<file path="config.mk">
export PLATFORM = sky130hd
export DESIGN_NAME = pngu_front
export DESIGN_NICKNAME = d
export VERILOG_FILES = /design/src/sv/pngu_pkg.sv /design/src/sv/pngu_front.sv
export SDC_FILE = /design/constraint.sdc
export NUM_CORES = 1
export LEC_CHECK = 0
export ABC_AREA = 1
export ABC_CLOCK_PERIOD_IN_PS = 2800
export BUFFER_PORTS_ARGS = -buffer_cell sky130_fd_sc_hd__buf_2
export CORE_MARGIN = 3
export CORE_UTILIZATION = 30
export DETAILED_ROUTE_END_ITERATION = 10
export SETUP_SLACK_MARGIN = 0.15
export SLEW_MARGIN = 20
export SYNTH_ARGS = -nofsm -noshare
export SYNTH_HDL_FRONTEND = slang
export SYNTH_SLANG_ARGS = --single-unit
</file>
<file path="constraint.sdc">
create_clock -name i_clk -period 2.8 [get_ports i_clk]
set_input_delay 0.56 -clock i_clk [delete_from_list [all_inputs] [get_ports i_clk]]
set_output_delay 0.56 -clock i_clk [all_outputs]
set_load 0.1 [all_outputs]
</file>
<file path="src/sv/pngu_pkg.sv">
`timescale 1ns / 1ps
// pngu_pkg: shared types, register indexes and filter classes for the PNG unfilter core.
// No dependencies. Every module of the core imports it.
package pngu_pkg;

    localparam int ROW_BYTES_W  = 14;
    localparam int STRIDE_W     = 4;
    localparam int STRIDE_SEL_W = 3;
    localparam int HIST_DEPTH   = 8;
    localparam int CFG_IDX_W    = 2;
    localparam int CFG_DATA_W   = 14;

    typedef logic [7:0]           t_byte;
    typedef logic [CFG_IDX_W-1:0] t_cfg_idx;

    localparam t_cfg_idx REG_ROW_BYTES    = t_cfg_idx'(0);
    localparam t_cfg_idx REG_PIXEL_STRIDE = t_cfg_idx'(1);

    // Filter class of a row; every type code above Paeth folds into FILT_BAD.
    typedef enum logic [2:0] {
        FILT_NONE  = 3'd0,
        FILT_SUB   = 3'd1,
        FILT_UP    = 3'd2,
        FILT_AVG   = 3'd3,
        FILT_PAETH = 3'd4,
        FILT_BAD   = 3'd5
    } t_filt;

    // One classified stream byte as it travels from front to back.
    typedef struct packed {
        logic  is_data;
        logic  last;
        logic  first_row;
        t_filt filt;
        t_byte data;
    } t_cls;

    function automatic t_filt classify(input t_byte b);
        if (b > 8'd4) begin
            return FILT_BAD;
        end
        return t_filt'(b[2:0]);
    endfunction

endpackage

</file>
<file path="src/sv/pngu_front.sv">
`timescale 1ns / 1ps
// pngu_front: scanline tracker. Classifies each stream byte (type or data), tags it
// with its column index, row end and first-row flag. Depends on pngu_pkg.
module pngu_front
    import pngu_pkg::*;
#(
    parameter int MAX_ROW_BYTES = 8192,
    parameter int IW            = $clog2(MAX_ROW_BYTES)
) (
    input  logic                   i_clk,
    input  logic                   i_rst_n,
    input  logic                   i_accept,
    input  t_byte                  i_data_byte,
    input  logic                   i_pass_start,
    input  logic [ROW_BYTES_W-1:0] i_row_bytes,
    output t_cls                   o_cls,
    output logic [IW-1:0]          o_idx
);

    localparam int CW = $clog2(MAX_ROW_BYTES + 1);
    localparam int LW = (CW > ROW_BYTES_W) ? CW : ROW_BYTES_W;

    logic [CW-1:0] r_column, n_column;
    t_filt         r_filt, n_filt;
    logic          r_first, n_first;

    logic [LW-1:0] rb_ext;
    logic [LW-1:0] len;
    logic [CW-1:0] col_m1;
    logic          is_data;
    logic          last;

    // effective row length: zero acts as one, clamp at the row store depth
    always_comb begin
        rb_ext = LW'(i_row_bytes);
        if (rb_ext == '0) begin
            len = LW'(1);
        end else if (rb_ext > LW'(MAX_ROW_BYTES)) begin
            len = LW'(MAX_ROW_BYTES);
        end else begin
            len = rb_ext;
        end
    end

    assign is_data = (r_column != '0);
    assign last    = is_data && (LW'(r_column) >= len);
    assign col_m1  = r_column - CW'(1);

    always_comb begin
        o_cls.is_data   = is_data;
        o_cls.last      = last;
        o_cls.first_row = r_first;
        o_cls.filt      = is_data ? r_filt : classify(i_data_byte);
        o_cls.data      = i_data_byte;
        o_idx           = col_m1[IW-1:0];
    end

    always_comb begin
        n_column = r_column;
        n_filt   = r_filt;
        n_first  = r_first;
        if (i_accept) begin
            if (!is_data) begin
                n_filt   = classify(i_data_byte);
                n_first  = r_first | i_pass_start;
                n_column = CW'(1);
            end else if (last) begin
                n_column = '0;
                n_first  = 1'b0;
            end else begin
                n_column = r_column + CW'(1);
            end
        end
    end

    always_ff @(posedge i_clk) begin
        if (!i_rst_n) begin
            r_column <= '0;
            r_filt   <= FILT_NONE;
            r_first  <= 1'b1;
        end else begin
            r_column <= n_column;
            r_filt   <= n_filt;
            r_first  <= n_first;
        end
    end

endmodule

</file>
Yosys cells after proc, flatten, opt, wreduce, memory -nomap -nowiden
Index checks and enable logic that the tools add are counted.
- register bits: 18
- bits of input ports: 26
- output and inout bits: 27
- word-level logic and storage cells: 29
- add/subtract/negate cells: 2
- magnitude comparators: 3
- eq/ne operators: 1
- muxes and demuxes: 13
- bitwise logic cells: 2
- reductions and logical operators: 5
- operators by type and width (kind ; number):
    two-way mux 14 bit ; 4
    adder 14 x 1 -> 14 bit, second input constant ; 1
    greater-or-equal comparator 14 bit ; 1
    > comparator 14 bit, second input constant ; 1
    zero test 14 bit ; 1
    nonzero test 14 bit ; 1
    subtractor 13 x 1 -> 13 bit, second input constant ; 1
    two-way mux 3 bit ; 4
    > comparator 8 x 3 -> 1 bit, second input constant ; 1
    two-way mux 1 bit ; 5
    AND reduction 2 bit ; 2
    inequality test 2 x 1 -> 1 bit, second input constant ; 1
    logical AND 1 bit ; 1
    inverter 1 bit ; 1
    OR 1 bit ; 1

Longest topological paths before layout
- depth in word-level cells: 7
- gate-level depth with buffers: 17
- depth with buffers taken out: 16

Worst setup path after synthesis
Ideal clock, no wire load.
- path kind: register to output
- start: register r_column[0]
- end: output port o_cls[10] (netlist bit)
- data arrival time: 3571 ps
- required time: 2240 ps
- setup slack: -1331 ps
- cell stages (with the launch flop): 8
- buffers on the path: 0
- cell sequence: dfxtp_1 -> inv_1 -> ha_1 -> nand3_1 -> nor2_1 -> nand2_2 -> nor2_8 -> o21ai_0
- RTL lines (element ; RTL line ; source):
    start, declared ; pngu_front.sv:23 ; logic [CW-1:0] r_column, n_column;
    start signal, assigned ; pngu_front.sv:82 ; r_column <= n_column;
    end, declared ; pngu_front.sv:16 ; output t_cls o_cls,

==> summary.md <==
The die is 83.26 microns tall. The tools report the kind of end point of the critical path as a primary output. Counting every instance in the synthesized netlist gives 278.

Of all cell types, the one taking the most synthesized area is sky130_fd_sc_hd__dfxtp_1. The repair_antennas step left the layout with diodes totalling 0. Number of port buffers: 52. The run gives 2 as the maximum count of clock buffers along a single path.

The checks that failed: setup timing. The share of Yosys cell area claimed by the top area cell type is 20.13%. Walking the worst path, the cells encountered are buf_6, nor2_4, nand4_1, o31ai_2, buf_4, nand2_4, ha_4, nand2_2, nor2_1, nand2_1, nor2_1, nand2_2, a31oi_1, buf_4, buf_12. The first global-routing pass estimated 8293 microns of wire.

Clock skew on the completed layout was measured at 7.385 ps. The worst min-delay path class was flop to flop. The logs give 31.74% for the initial core utilization and 1 for the depth of the CTS H-tree. In the finished design, the share of the clock period the worst path needs comes to 111.6%. For the filler cell count, the log shows 539. By area the synthesized netlist is led by sky130_fd_sc_hd__dfxtp_1 20%, sky130_fd_sc_hd__nand2_1 13%, sky130_fd_sc_hd__ha_1 12%. Global routing consumed, on the met3 layer, 3.075% of the routing resources. The clock latency reported for the late side of the worst-skew pair came out at 260 ps.

The critical path in this run is classified as primary input to primary output. The ratio of cells with drive above 1 in the final layout works out to 47.59%. The via count was 1995; the sequential share of the synthesized area was 20.13%. Final HPWL from detailed placement: 3883 microns. The routed length per instance was 12.05 microns; the number of slew-limit violations in the final report was 0.

For the number of warnings issued by yosys, the log shows 0. The via count of the first global-routing pass is 1904, and the mean instance size in the synthesized netlist is 6.441 sq um. The maximum clock rate is 0.3199 GHz. The final instance area is 2958 sq um, and the multi-input combinational cell area is 1619 sq um. Of all nets on the critical path, the largest fanout is 6. Root buffer selected by CTS: sky130_fd_sc_hd__clkbuf_8. Type of origin of the critical path: a primary input.

Summing all placed instances gives a cell area of 2507 sq um. The data required time of the worst path is 2240 ps, and the count of nets after finishing is 397. After global routing, the most crowded layer is met2.

Synthesis inferred 18 register bits. The run gives 26.53% as the fraction of met2 tracks used by global routing. The core area was 5642 sq um; the worst-case register-to-register setup slack was 290 ps.

Number of antenna violations at the first check in global routing: 0. TritonCTS created 3 clock buffers. The number of buffers and inverters on the critical path was 4; the transition time at the pin with the least slew margin was 491.3 ps. For the number of top-level pins, the log shows 53. The cell family contributing the most delay on the critical path is simple AND/OR/NAND/NOR gates. The first TritonRoute pass finished after 4 iterations.

Global routing finished with a remaining overflow of 0. At the end of routability-driven placement, the weighted congestion stood at 0.8346. Setup repair after global routing could not meet its margin everywhere. The final critical-path setup slack was -325.9 ps; the floorplan die width was 83.26 microns. Row generation in the floorplan step produced 27 rows.

The library cell used most frequently in the layout, excluding fill and tap cells, is sky130_fd_sc_hd__nand2_1. The count of final hold-check violations was 0. The sequential cells in the finished layout cover a total of 361.6 sq um. The library cells used most frequently in the layout, excluding fill and tap cells, are 49 x sky130_fd_sc_hd__nand2_1, 38 x sky130_fd_sc_hd__buf_2, 33 x sky130_fd_sc_hd__inv_1.

The distinct cell type count after synthesis was 29; the stage delay of the slowest cell on the critical path was 280 ps. For the arrival time of data at the critical path endpoint, the log shows 2570 ps. TritonCTS built the clock tree. Entering global routing, the biggest net connects 14 pins.

The worst vdd rail ir drop came out at 0.0002099 V. The logs give 0 for the max-cap check violation count and 16 for the number of failing setup endpoints in the final timing report. The total track usage is 14.12%, and the leakage power is 1.353 nW.

Final period demand of the worst path: 3126 ps. Prior to clock tree synthesis, the placed netlist has a worst setup slack of -341.7 ps. In the routed design, unresolved DRC markers number 0. In this run the remaining antenna-violating nets after routing total 0.

For this block, the routed nets add up to 5123 microns of wire. After clock tree synthesis, the clock-pin slew on the worst setup and hold paths is 70 ps. The synthesis-to-layout area growth was 65.20%; the full die area was 6931 sq um. The detailed router finished its first iteration with 51 violations.

The logs give 67.47% for the max-slew headroom at the worst pin and 1790 sq um for the combined area of all synthesized cells. Synthesized netlist net count: 321. Final hold analysis gives a worst-case slack of 481.6 ps. Global routing consumed, on the met1 layer, 16.86% of the routing resources. Adding up every negative setup slack in the final design gives -3580 ps.

The run finished, with violations left. The TritonCTS sink count is 18, and the detail-routed via count per cell is 4.694. Among all stages on the critical path, the largest delay is contributed by sky130_fd_sc_hd__ha_4.

The power density relative to cell area was 415.4 nW/um^2.
[synthesized netlist by cell type]
cell type / n
sky130_fd_sc_hd__nand4_1: 5
sky130_fd_sc_hd__buf_4: 12
sky130_fd_sc_hd__nor2_1: 47
sky130_fd_sc_hd__clkbuf_1: 2
sky130_fd_sc_hd__inv_2: 1
sky130_fd_sc_hd__a21oi_1: 8
sky130_fd_sc_hd__nand3_1: 14
sky130_fd_sc_hd__nor2_4: 2
sky130_fd_sc_hd__nand2_1: 64
sky130_fd_sc_hd__buf_6: 3
sky130_fd_sc_hd__ha_1: 17
sky130_fd_sc_hd__xor2_1: 15
sky130_fd_sc_hd__a31oi_1: 1
sky130_fd_sc_hd__nor3_1: 2
sky130_fd_sc_hd__nand2_2: 2
sky130_fd_sc_hd__nor2_8: 1
sky130_fd_sc_hd__or2_2: 4
sky130_fd_sc_hd__o21ai_0: 13
sky130_fd_sc_hd__o21a_1: 1
sky130_fd_sc_hd__dfxtp_1: 18
sky130_fd_sc_hd__nor4_1: 2
sky130_fd_sc_hd__xnor2_1: 2
sky130_fd_sc_hd__nor2_2: 2
sky130_fd_sc_hd__nand2_4: 1
sky130_fd_sc_hd__nor3_2: 1
sky130_fd_sc_hd__nand3_2: 1
sky130_fd_sc_hd__o31ai_1: 1
sky130_fd_sc_hd__a211oi_1: 2
sky130_fd_sc_hd__inv_1: 34
[power breakdown]
part           switching [mW]  total (mW)  leakage [nW]  internal, mW
Sequential            0.00675       0.272         0.147         0.265
Combinational           0.535       0.738          1.18         0.202
Clock                  0.0936       0.219        0.0288         0.125
Total                   0.636        1.23          1.35         0.593
[worst reg2reg max path: cells and delay by family (launching register included)]
kind	cells	cell delay, ps
buffers and inverters	10	1260
and+or+nand+nor	9	590
DFF	1	390
adders and majority gates	1	190
[through the flow]
step / total power [mW] / std cells / util (%)
final: 1.229 / 425 / 52.43
after global routing: 1.284 / 425 / 52.43
after CTS: 1.188 / 417 / 46.00
after detailed placement: 0.9570 / 412 / 44.44
after global placement: 0.9528 / 412 / 44.44
after floorplan: 0.8342 / 278 / -
[sequential cells by signal, indices dropped and copies added, names as in the netlist]
signal,flops
r_column,14
r_filt,3
r_first,1
[cell type report]
cell class	count	share of cell area (%)
multi-input cells	208	54.74
clock buffers	4	1.861
inverters	35	4.569
flip-flops and latches	18	12.23
well taps	72	3.046
repair buffers	88	23.56
[per-layer routing]
layer  vias to the layer above  part of all wire (%)
met2                        49                    53
met3                         6                   5.2
met1                       924                    42
met5                         -                     0
li1                       1016                     -
met4                         0                  0.57
[logic make-up (layout without fill, tap and decap cells)]
| logic type | after synthesis | count (layout) | share of synthesized area [%] |
|---|---|---|---|
| adders and majority gates | 17 | 17 | 11.88 |
| DFF | 18 | 18 | 20.13 |
| xor gates and xnor gates | 17 | 17 | 8.316 |
| and+or+nand+nor | 148 | 148 | 37.11 |
| AOI/OAI and AO/OA | 26 | 26 | 7.897 |
| buffers and inverters | 52 | 127 | 14.67 |
[path summary, 6_finish.rpt]
kind	startpoint	to	cells past startpoint
worst max-delay path	i_row_bytes[7]	o_cls[12]	15
worst min-delay path	r_first$_SDFFE_PN1P_	r_first$_SDFFE_PN1P_	2
worst max register to register	r_column[0]$_SDFFE_PN0P_	r_column[12]$_SDFFE_PN0P_	20
worst min register to register	r_first$_SDFFE_PN1P_	r_first$_SDFFE_PN1P_	2
[repair_timing]
action / 4_1_cts / 5_1_grt
pin swaps: 0 / 8
gates resized for setup: 8 / 62
endpoints found under the setup margin: 4 / 20
hold buffers: 0 / 0
gates cloned: 1 / 1
buffers inserted: 0 / 7
No activity file was read; power rests on OpenSTA's default activity.
