[src/sv/pngu_pkg.sv]
`timescale 1ns / 1ps
// pngu_pkg: shared types, register indexes and filter classes for the PNG unfilter core.
// No dependencies. Every module of the core imports it.
package pngu_pkg;

    localparam int ROW_BYTES_W  = 14;
    localparam int STRIDE_W     = 4;
    localparam int STRIDE_SEL_W = 3;
    localparam int HIST_DEPTH   = 8;
    localparam int CFG_IDX_W    = 2;
    localparam int CFG_DATA_W   = 14;

    typedef logic [7:0]           t_byte;
    typedef logic [CFG_IDX_W-1:0] t_cfg_idx;

    localparam t_cfg_idx REG_ROW_BYTES    = t_cfg_idx'(0);
    localparam t_cfg_idx REG_PIXEL_STRIDE = t_cfg_idx'(1);

    // Filter class of a row; every type code above Paeth folds into FILT_BAD.
    typedef enum logic [2:0] {
        FILT_NONE  = 3'd0,
        FILT_SUB   = 3'd1,
        FILT_UP    = 3'd2,
        FILT_AVG   = 3'd3,
        FILT_PAETH = 3'd4,
        FILT_BAD   = 3'd5
    } t_filt;

    // One classified stream byte as it travels from front to back.
    typedef struct packed {
        logic  is_data;
        logic  last;
        logic  first_row;
        t_filt filt;
        t_byte data;
    } t_cls;

    function automatic t_filt classify(input t_byte b);
        if (b > 8'd4) begin
            return FILT_BAD;
        end
        return t_filt'(b[2:0]);
    endfunction

endpackage

[src/sv/pngu_queue.sv]
`timescale 1ns / 1ps
// pngu_queue: small FIFO that decouples the front tracker from the back datapath.
// Depends on pngu_pkg only for the common house import.
module pngu_queue
    import pngu_pkg::*;
#(
    parameter int WIDTH = 8,
    parameter int DEPTH = 2
) (
    input  logic             i_clk,
    input  logic             i_rst_n,
    input  logic             i_push,
    input  logic [WIDTH-1:0] i_wdata,
    output logic             o_full,
    output logic             o_valid,
    input  logic             i_pop,
    output logic [WIDTH-1:0] o_rdata
);

    localparam int AW = (DEPTH > 1) ? $clog2(DEPTH) : 1;
    localparam int NW = $clog2(DEPTH + 1);

    logic [WIDTH-1:0] r_mem [DEPTH];
    logic [AW-1:0]    r_wp, n_wp;
    logic [AW-1:0]    r_rp, n_rp;
    logic [NW-1:0]    r_count, n_count;
    logic             do_push;
    logic             do_pop;

    assign o_full  = (r_count == NW'(DEPTH));
    assign o_valid = (r_count != '0);
    assign o_rdata = r_mem[r_rp];
    assign do_push = i_push && !o_full;
    assign do_pop  = i_pop && o_valid;

    always_comb begin
        n_wp    = r_wp;
        n_rp    = r_rp;
        n_count = r_count;
        if (do_push) begin
            n_wp = (r_wp == AW'(DEPTH - 1)) ? '0 : r_wp + AW'(1);
        end
        if (do_pop) begin
            n_rp = (r_rp == AW'(DEPTH - 1)) ? '0 : r_rp + AW'(1);
        end
        if (do_push && !do_pop) begin
            n_count = r_count + NW'(1);
        end else if (do_pop && !do_push) begin
            n_count = r_count - NW'(1);
        end
    end

    always_ff @(posedge i_clk) begin
        if (do_push) begin
            r_mem[r_wp] <= i_wdata;
        end
    end

    always_ff @(posedge i_clk) begin
        if (!i_rst_n) begin
            r_wp    <= '0;
            r_rp    <= '0;
            r_count <= '0;
        end else begin
            r_wp    <= n_wp;
            r_rp    <= n_rp;
            r_count <= n_count;
        end
    end

    a_count_bound: assert property (@(posedge i_clk) disable iff (!i_rst_n)
        r_count <= NW'(DEPTH))
        else $error("queue count exceeds depth");

    a_ptr_gap: assert property (@(posedge i_clk) disable iff (!i_rst_n)
        (r_count == '0) |-> (r_wp == r_rp))
        else $error("empty queue with unequal pointers");

    a_pop_moves: assert property (@(posedge i_clk) disable iff (!i_rst_n)
        (do_pop && !do_push) |=> (r_count == $past(r_count) - NW'(1)))
        else $error("pop did not shrink queue");

endmodule

[config.mk]
export PLATFORM = sky130hd
export DESIGN_NAME = pngu_queue
export DESIGN_NICKNAME = d
export VERILOG_FILES = /design/src/sv/pngu_pkg.sv /design/src/sv/pngu_queue.sv
export SDC_FILE = /design/constraint.sdc
export NUM_CORES = 1
export LEC_CHECK = 0
export BUFFER_PORTS_ARGS = -buffer_cell sky130_fd_sc_hd__buf_4
export CAP_MARGIN = 5
export CORE_MARGIN = 10
export CORE_UTILIZATION = 52
export DETAILED_ROUTE_END_ITERATION = 7
export GPL_ROUTABILITY_DRIVEN = 0
export PLACE_DENSITY = 0.79
export SLEW_MARGIN = 30
export SYNTH_ARGS = -nofsm -noshare
export SYNTH_HDL_FRONTEND = slang
export SYNTH_SLANG_ARGS = --single-unit
[constraint.sdc]
create_clock -name i_clk -period 2.4 [get_ports i_clk]
set_input_delay 0 -clock i_clk [delete_from_list [all_inputs] [get_ports i_clk]]
set_output_delay 0 -clock i_clk [all_outputs]
set_load 0.05 [all_outputs]
# Word level (Yosys, flattened, before mapping)
# Memories as Yosys holds them, arrays and structs flattened. A register that Yosys moved wholly into a read port is not among the register bits.
# Index checks and enable logic that the tools add are counted.
# op_classes
eq_ne	1
muxes	8
n_addsub	4
reduce_logical	9
# op_table
op	count
two-way mux 1 bit	6
logical AND 1 bit	4
two-way mux 2 bit	2
nonzero test 2 bit	2
logical NOT 1 bit	3
adder 1 bit (second input constant)	2
adder 2 x 1 -> 2 bit (second input constant)	1
equality test 2 bit (second input constant)	1
subtractor 2 x 1 -> 2 bit (second input constant)	1
# word_totals
n_memories	1
register_bits	4
output_inout_bits	10
in_bits	12
ramBits	16
wordCells	26
# mem_list
name	depth	width	read_ports	rd_clocked_by_memory_dff	wr	line_no	source
r_mem	2	8	1	1	1	pngu_queue.sv:23	logic [WIDTH-1:0] r_mem [DEPTH];

# Longest topological paths before layout
# depth
ltp_word	7
depth_mapped	7
mapped_depth_nobuf	7

# Worst setup path before layout
# Ideal clock, no wire load.
# synth_timing
path_type	flip-flop to flip-flop
startpoint	register r_count[0]
endpoint	register r_count[1]
slack_ns	0.612
required_ns	2.330
path_buffers	0
setup_ns	0.070
synth_period_minus_slack_ns	1.788
path_stages_with_launch	7
arrival_time_ns	1.718
cell_sequence	dfxtp_1 -> nand2b_1 -> inv_1 -> nor2_1 -> ha_1 -> or3_1 -> a21oi_1
# synth_between
elab_chain_len	6
elab_cells_between_ends	14
cone_classes	add/sub (2); eq/ne (1); mux (2); reduce/logical (9)
# synth_rtl
item	line_no	source
start: declaration	pngu_queue.sv:26	logic [NW-1:0] r_count, n_count;
start signal: assignment	pngu_queue.sv:67	r_count <= n_count;
equality test 2 bit *	pngu_queue.sv:30	assign o_full = (r_count == NW'(DEPTH));
net o_full	pngu_queue.sv:14	output logic o_full,
logical NOT 1 bit *	pngu_queue.sv:33	assign do_push = i_push && !o_full;
logical AND 1 bit *	pngu_queue.sv:33	
logical NOT 1 bit	pngu_queue.sv:48	end else if (do_pop && !do_push) begin
logical AND 1 bit	pngu_queue.sv:48	
nonzero test 2 bit (no line)	--	
# Mark *: on every way through the listed nets, which the timed path passes. The rest lies on a longest branch. The select of a mux whose other input is x is not followed.
# A chain may end at the register's enable or synchronous reset.

# Worst setup path in the final report
# layout_timing
startpoint	register r_count[0]
endpoint	register r_count[1]
# layout_between
elab_chain_len	6
elab_cells_between_ends	14
cone_classes	add/sub (2); eq/ne (1); mux (2); reduce/logical (9)
# layout_rtl
item	line_no
equality test 2 bit	pngu_queue.sv:30
logical NOT 1 bit	pngu_queue.sv:33
logical AND 1 bit	pngu_queue.sv:33
logical NOT 1 bit	pngu_queue.sv:48
logical AND 1 bit	pngu_queue.sv:48
nonzero test 2 bit (no line)	--
# Parallel ways exist; a longest one is shown, timed or not. The select of a mux whose other input is x is not followed.

==> insert_results.sql <==
INSERT INTO impl_metrics (metric_group, metric, value, unit) VALUES
('power', 'power_leakage', '0.000447', 'µW'),
('synth', 'ys_ff_latch', '21', ''),
('placed_design', 'io_buffer_count', '21', ''),
('global_route', 'grt_pass1_wl', '2.30', 'mm'),
('clocking', 'clock_latency_late_sink', '0.28', 'ns'),
('floorplan', 'die_height', '59.4', 'µm'),
('clocking', 'clk_path_buf_depth', '2', ''),
('synth', 'yosysTopAreaCell', 'sky130_fd_sc_hd__edfxtp_1', ''),
('synth', 'synth_top_flop_cell', 'sky130_fd_sc_hd__edfxtp_1', ''),
('clocking', 'post-cts-setup-buffers', '0', ''),
('synth', 'synthesis.area', '806', 'µm²'),
('synth', 'post_synth_most_frequent_cells', 'sky130_fd_sc_hd__edfxtp_1 (16), sky130_fd_sc_hd__mux2_2 (8), sky130_fd_sc_hd__dfxtp_1 (5)', ''),
('setup_path', 'crit_type', 'flop to flop', ''),
('routing', 'detail_route.wl_per_cell', '14.4', 'µm'),
('placed_design', 'pre_cts_ws', '0.859', 'ns'),
('placed_design', 'postPlaceCellArea', '978', 'µm²'),
('global_route', 'maximum_number_of_pins_on_one_net_before_global_route_repair', '12', ''),
('routing', 'first_pass_iters', '4', ''),
('power', 'irDropWorstVdd', '0.658', 'mV'),
('synth', 'synth_nets', '64', ''),
('hold_path', 'hold_path_startpoint', 'i_push', ''),
('timing', 'grt_setup_unrepaired', 'no', ''),
('setup_path', 'critical_path.startpoint', 'r_count[0]', ''),
('synth', 'biggest_area_contributors_in_the_synthesized_netlist', 'sky130_fd_sc_hd__edfxtp_1 (60%), sky130_fd_sc_hd__dfxtp_1 (12%), sky130_fd_sc_hd__mux2_2 (11%)', ''),
('hold_path', 'hp-class', 'input pin to flop', ''),
('synth', 'syn_inst', '51', ''),
('clocking', 'cts.clk_slew.worst_paths', '0.10', 'ns'),
('setup_path', 'worst_setup_path_endpoint', 'r_count[1]', ''),
('cells_and_area', 'area_delta_synth_final', '35.9', '%'),
('timing', 'period_share', '64.8', '%'),
('timing', 'final_hold_violation_count', '0', ''),
('cells_and_area', 'fillers', '109', ''),
('clocking', 'cts_buffers', '3', ''),
('outcome', 'outcome', 'completed', ''),
('timing', 'max_slew_margin', '53.6', '%'),
('global_route', 'grtUsageTotal', '8.79', '%'),
('placed_design', 'dp.cells', '87', ''),
('timing', 'setup_failing_eps_final', '0', ''),
('timing', 'finalWorstSetupSlack', '0.844', 'ns'),
('cells_and_area', 'seqCellArea', '581', 'µm²'),
('floorplan', 'floorplan.initialDensity', '54.1', '%'),
('floorplan', 'die_x', '59.4', 'µm'),
('setup_path', 'rr_worst_depth', '6', ''),
('clocking', 'clkSinkCount', '21', ''),
('floorplan', 'core', '0.00149', 'mm²'),
('routing', 'vias', '488', ''),
('synth', 'seq_area_frac_synth', '72.0', '%'),
('clocking', 'cts_resized', '0', ''),
('cells_and_area', 'final_net_count', '98', ''),
('setup_path', 'rrSetupSlack', '0.84', 'ns'),
('routing', 'drt_iter0_markers', '13', ''),
('floorplan', 'die_area', '0.00352', 'mm²'),
('timing', 'fin_setup_tns', '0', 'ns'),
('synth', 'synthMostInstantiatedCell', 'sky130_fd_sc_hd__edfxtp_1', ''),
('routing', 'detail_route.wirelength', '1.44', 'mm'),
('synth', 'synth_enable_flop_cells', '16', ''),
('setup_path', 'largest_driver_fanout_on_the_critical_path', '5', ''),
('clocking', 'cts_htree_levels', '1', ''),
('floorplan', 'io_pins', '22', ''),
('synth', 'async_set_or_reset_flop_fraction_in_the_synthesized_netlist', '0', '%'),
('setup_path', 'critPathArrivalTime', '1.78', 'ns'),
('timing', 'maxSlewViolCount', '0', ''),
('cells_and_area', 'drive_above_1_share', '40.5', '%'),
('synth', 'synthDistinctLibCells', '17', ''),
('power', 'p_per_area', '1100', 'mW/mm²'),
('synth', 'synth_warnings', '0', ''),
('placed_design', 'post-dp-hpwl', '978', 'µm'),
('floorplan', 'core.rowCount', '14', ''),
('clocking', 'cts_tree', 'done', ''),
('synth', 'proportion_of_netlist_area_held_by_the_largest_area_contributor', '59.6', '%'),
('setup_path', 'timing.critical_path.from_type', 'flop', '');
timing repair:
item / in CTS / in global routing
endpoints found under the hold margin: 21 / 0
hold buffers: 9 / 0
setup endpoints to repair: 0 / 0
per-stage QoR:
stage                     power, µW  hold WS [ns]
after floorplan                 908        0.0989
after global placement         1040         0.184
after detailed placement       1050         0.187
after CTS                      1230        0.0472
after global routing           1280         0.102
final                          1210        0.0830
how the worst min path moves through the flow:
stage | endpoint | slack (ns) | depth (start not counted)
final | r_wp | 0.08 | 3
after global routing | r_wp | 0.10 | 3
after CTS | r_wp | 0.05 | 3
after detailed placement | r_mem[0][2] | 0.19 | 1
after global placement | r_mem[1][2] | 0.18 | 1
after floorplan | r_mem[0][0] | 0.1 | 0
cell type report:
cell class                 count  share of cell area, %
sequential                    21                   53.0
timing repair buffer          30                   22.6
multi-input combinational     26                   19.1
clock buffer                   4                   2.40
tap                           16                   1.83
inverter                       3                   1.03
placed cells by master, fill, tap and decap left out:
cell type / Yosys / layout
sky130_fd_sc_hd__buf_4: 0 / 21
sky130_fd_sc_hd__edfxtp_1: 16 / 16
sky130_fd_sc_hd__dlygate4sd3_1: 0 / 9
sky130_fd_sc_hd__mux2_2: 8 / 8
sky130_fd_sc_hd__dfxtp_1: 5 / 5
sky130_fd_sc_hd__nor2_1: 4 / 4
sky130_fd_sc_hd__inv_1: 3 / 3
sky130_fd_sc_hd__xor2_1: 3 / 3
sky130_fd_sc_hd__clkbuf_4: 0 / 3
sky130_fd_sc_hd__o21ai_0: 2 / 2
sky130_fd_sc_hd__or2_2: 1 / 1
sky130_fd_sc_hd__nand2b_1: 1 / 1
sky130_fd_sc_hd__and3_1: 1 / 1
sky130_fd_sc_hd__nor3_2: 1 / 1
sky130_fd_sc_hd__a21boi_0: 1 / 1
sky130_fd_sc_hd__o21a_1: 1 / 1
sky130_fd_sc_hd__or3_1: 1 / 1
sky130_fd_sc_hd__a21oi_1: 1 / 1
sky130_fd_sc_hd__ha_1: 1 / 1
sky130_fd_sc_hd__clkbuf_1: 0 / 1
routing by layer:
layer / global-route usage [%] / wire, µm / vias to the layer above
li1: - / - / 249
met1: 8.72 / 568 / 223
met2: 15.2 / 752 / 14
met3: 4.08 / 102 / 2
met4: 3.93 / 15 / 0
met5: 0 / 0 / -
sequential cells by signal, summed over array words and instances, names as in the netlist, named ones only:
| register | flops |
|---|---|
| r_wp | 1 |
| r_rp | 1 |
| r_mem | 16 |
| r_count | 2 |
report_power, final:
group / internal, µW / total (µW) / switching [µW]
registers: 464 / 512 / 47.7
clock network: 64.5 / 157 / 92.8
logic: 199 / 540 / 341
logic make-up (layout without fill, tap and decap cells):
family	count (synthesis)	in the layout	synth area share (%)
adders and majority gates	1	1	1.55
buffers and inverters	4	37	2.02
muxes	8	8	11.2
xor gates and xnor gates	3	3	3.26
DFF	21	21	72.1
AOI/OAI and AO/OA	5	5	3.73
and+or+nand+nor	9	9	6.21
worst max-delay path: stages, from the launching register on:
cell	delay, ns
sky130_fd_sc_hd__dfxtp_1	0.36
sky130_fd_sc_hd__nand2b_1	0.17
sky130_fd_sc_hd__inv_1	0.10
sky130_fd_sc_hd__nor2_1	0.05
sky130_fd_sc_hd__ha_1	0.30
sky130_fd_sc_hd__or3_1	0.37
sky130_fd_sc_hd__a21oi_1	0.13
No activity file was read; power rests on OpenSTA's default activity.
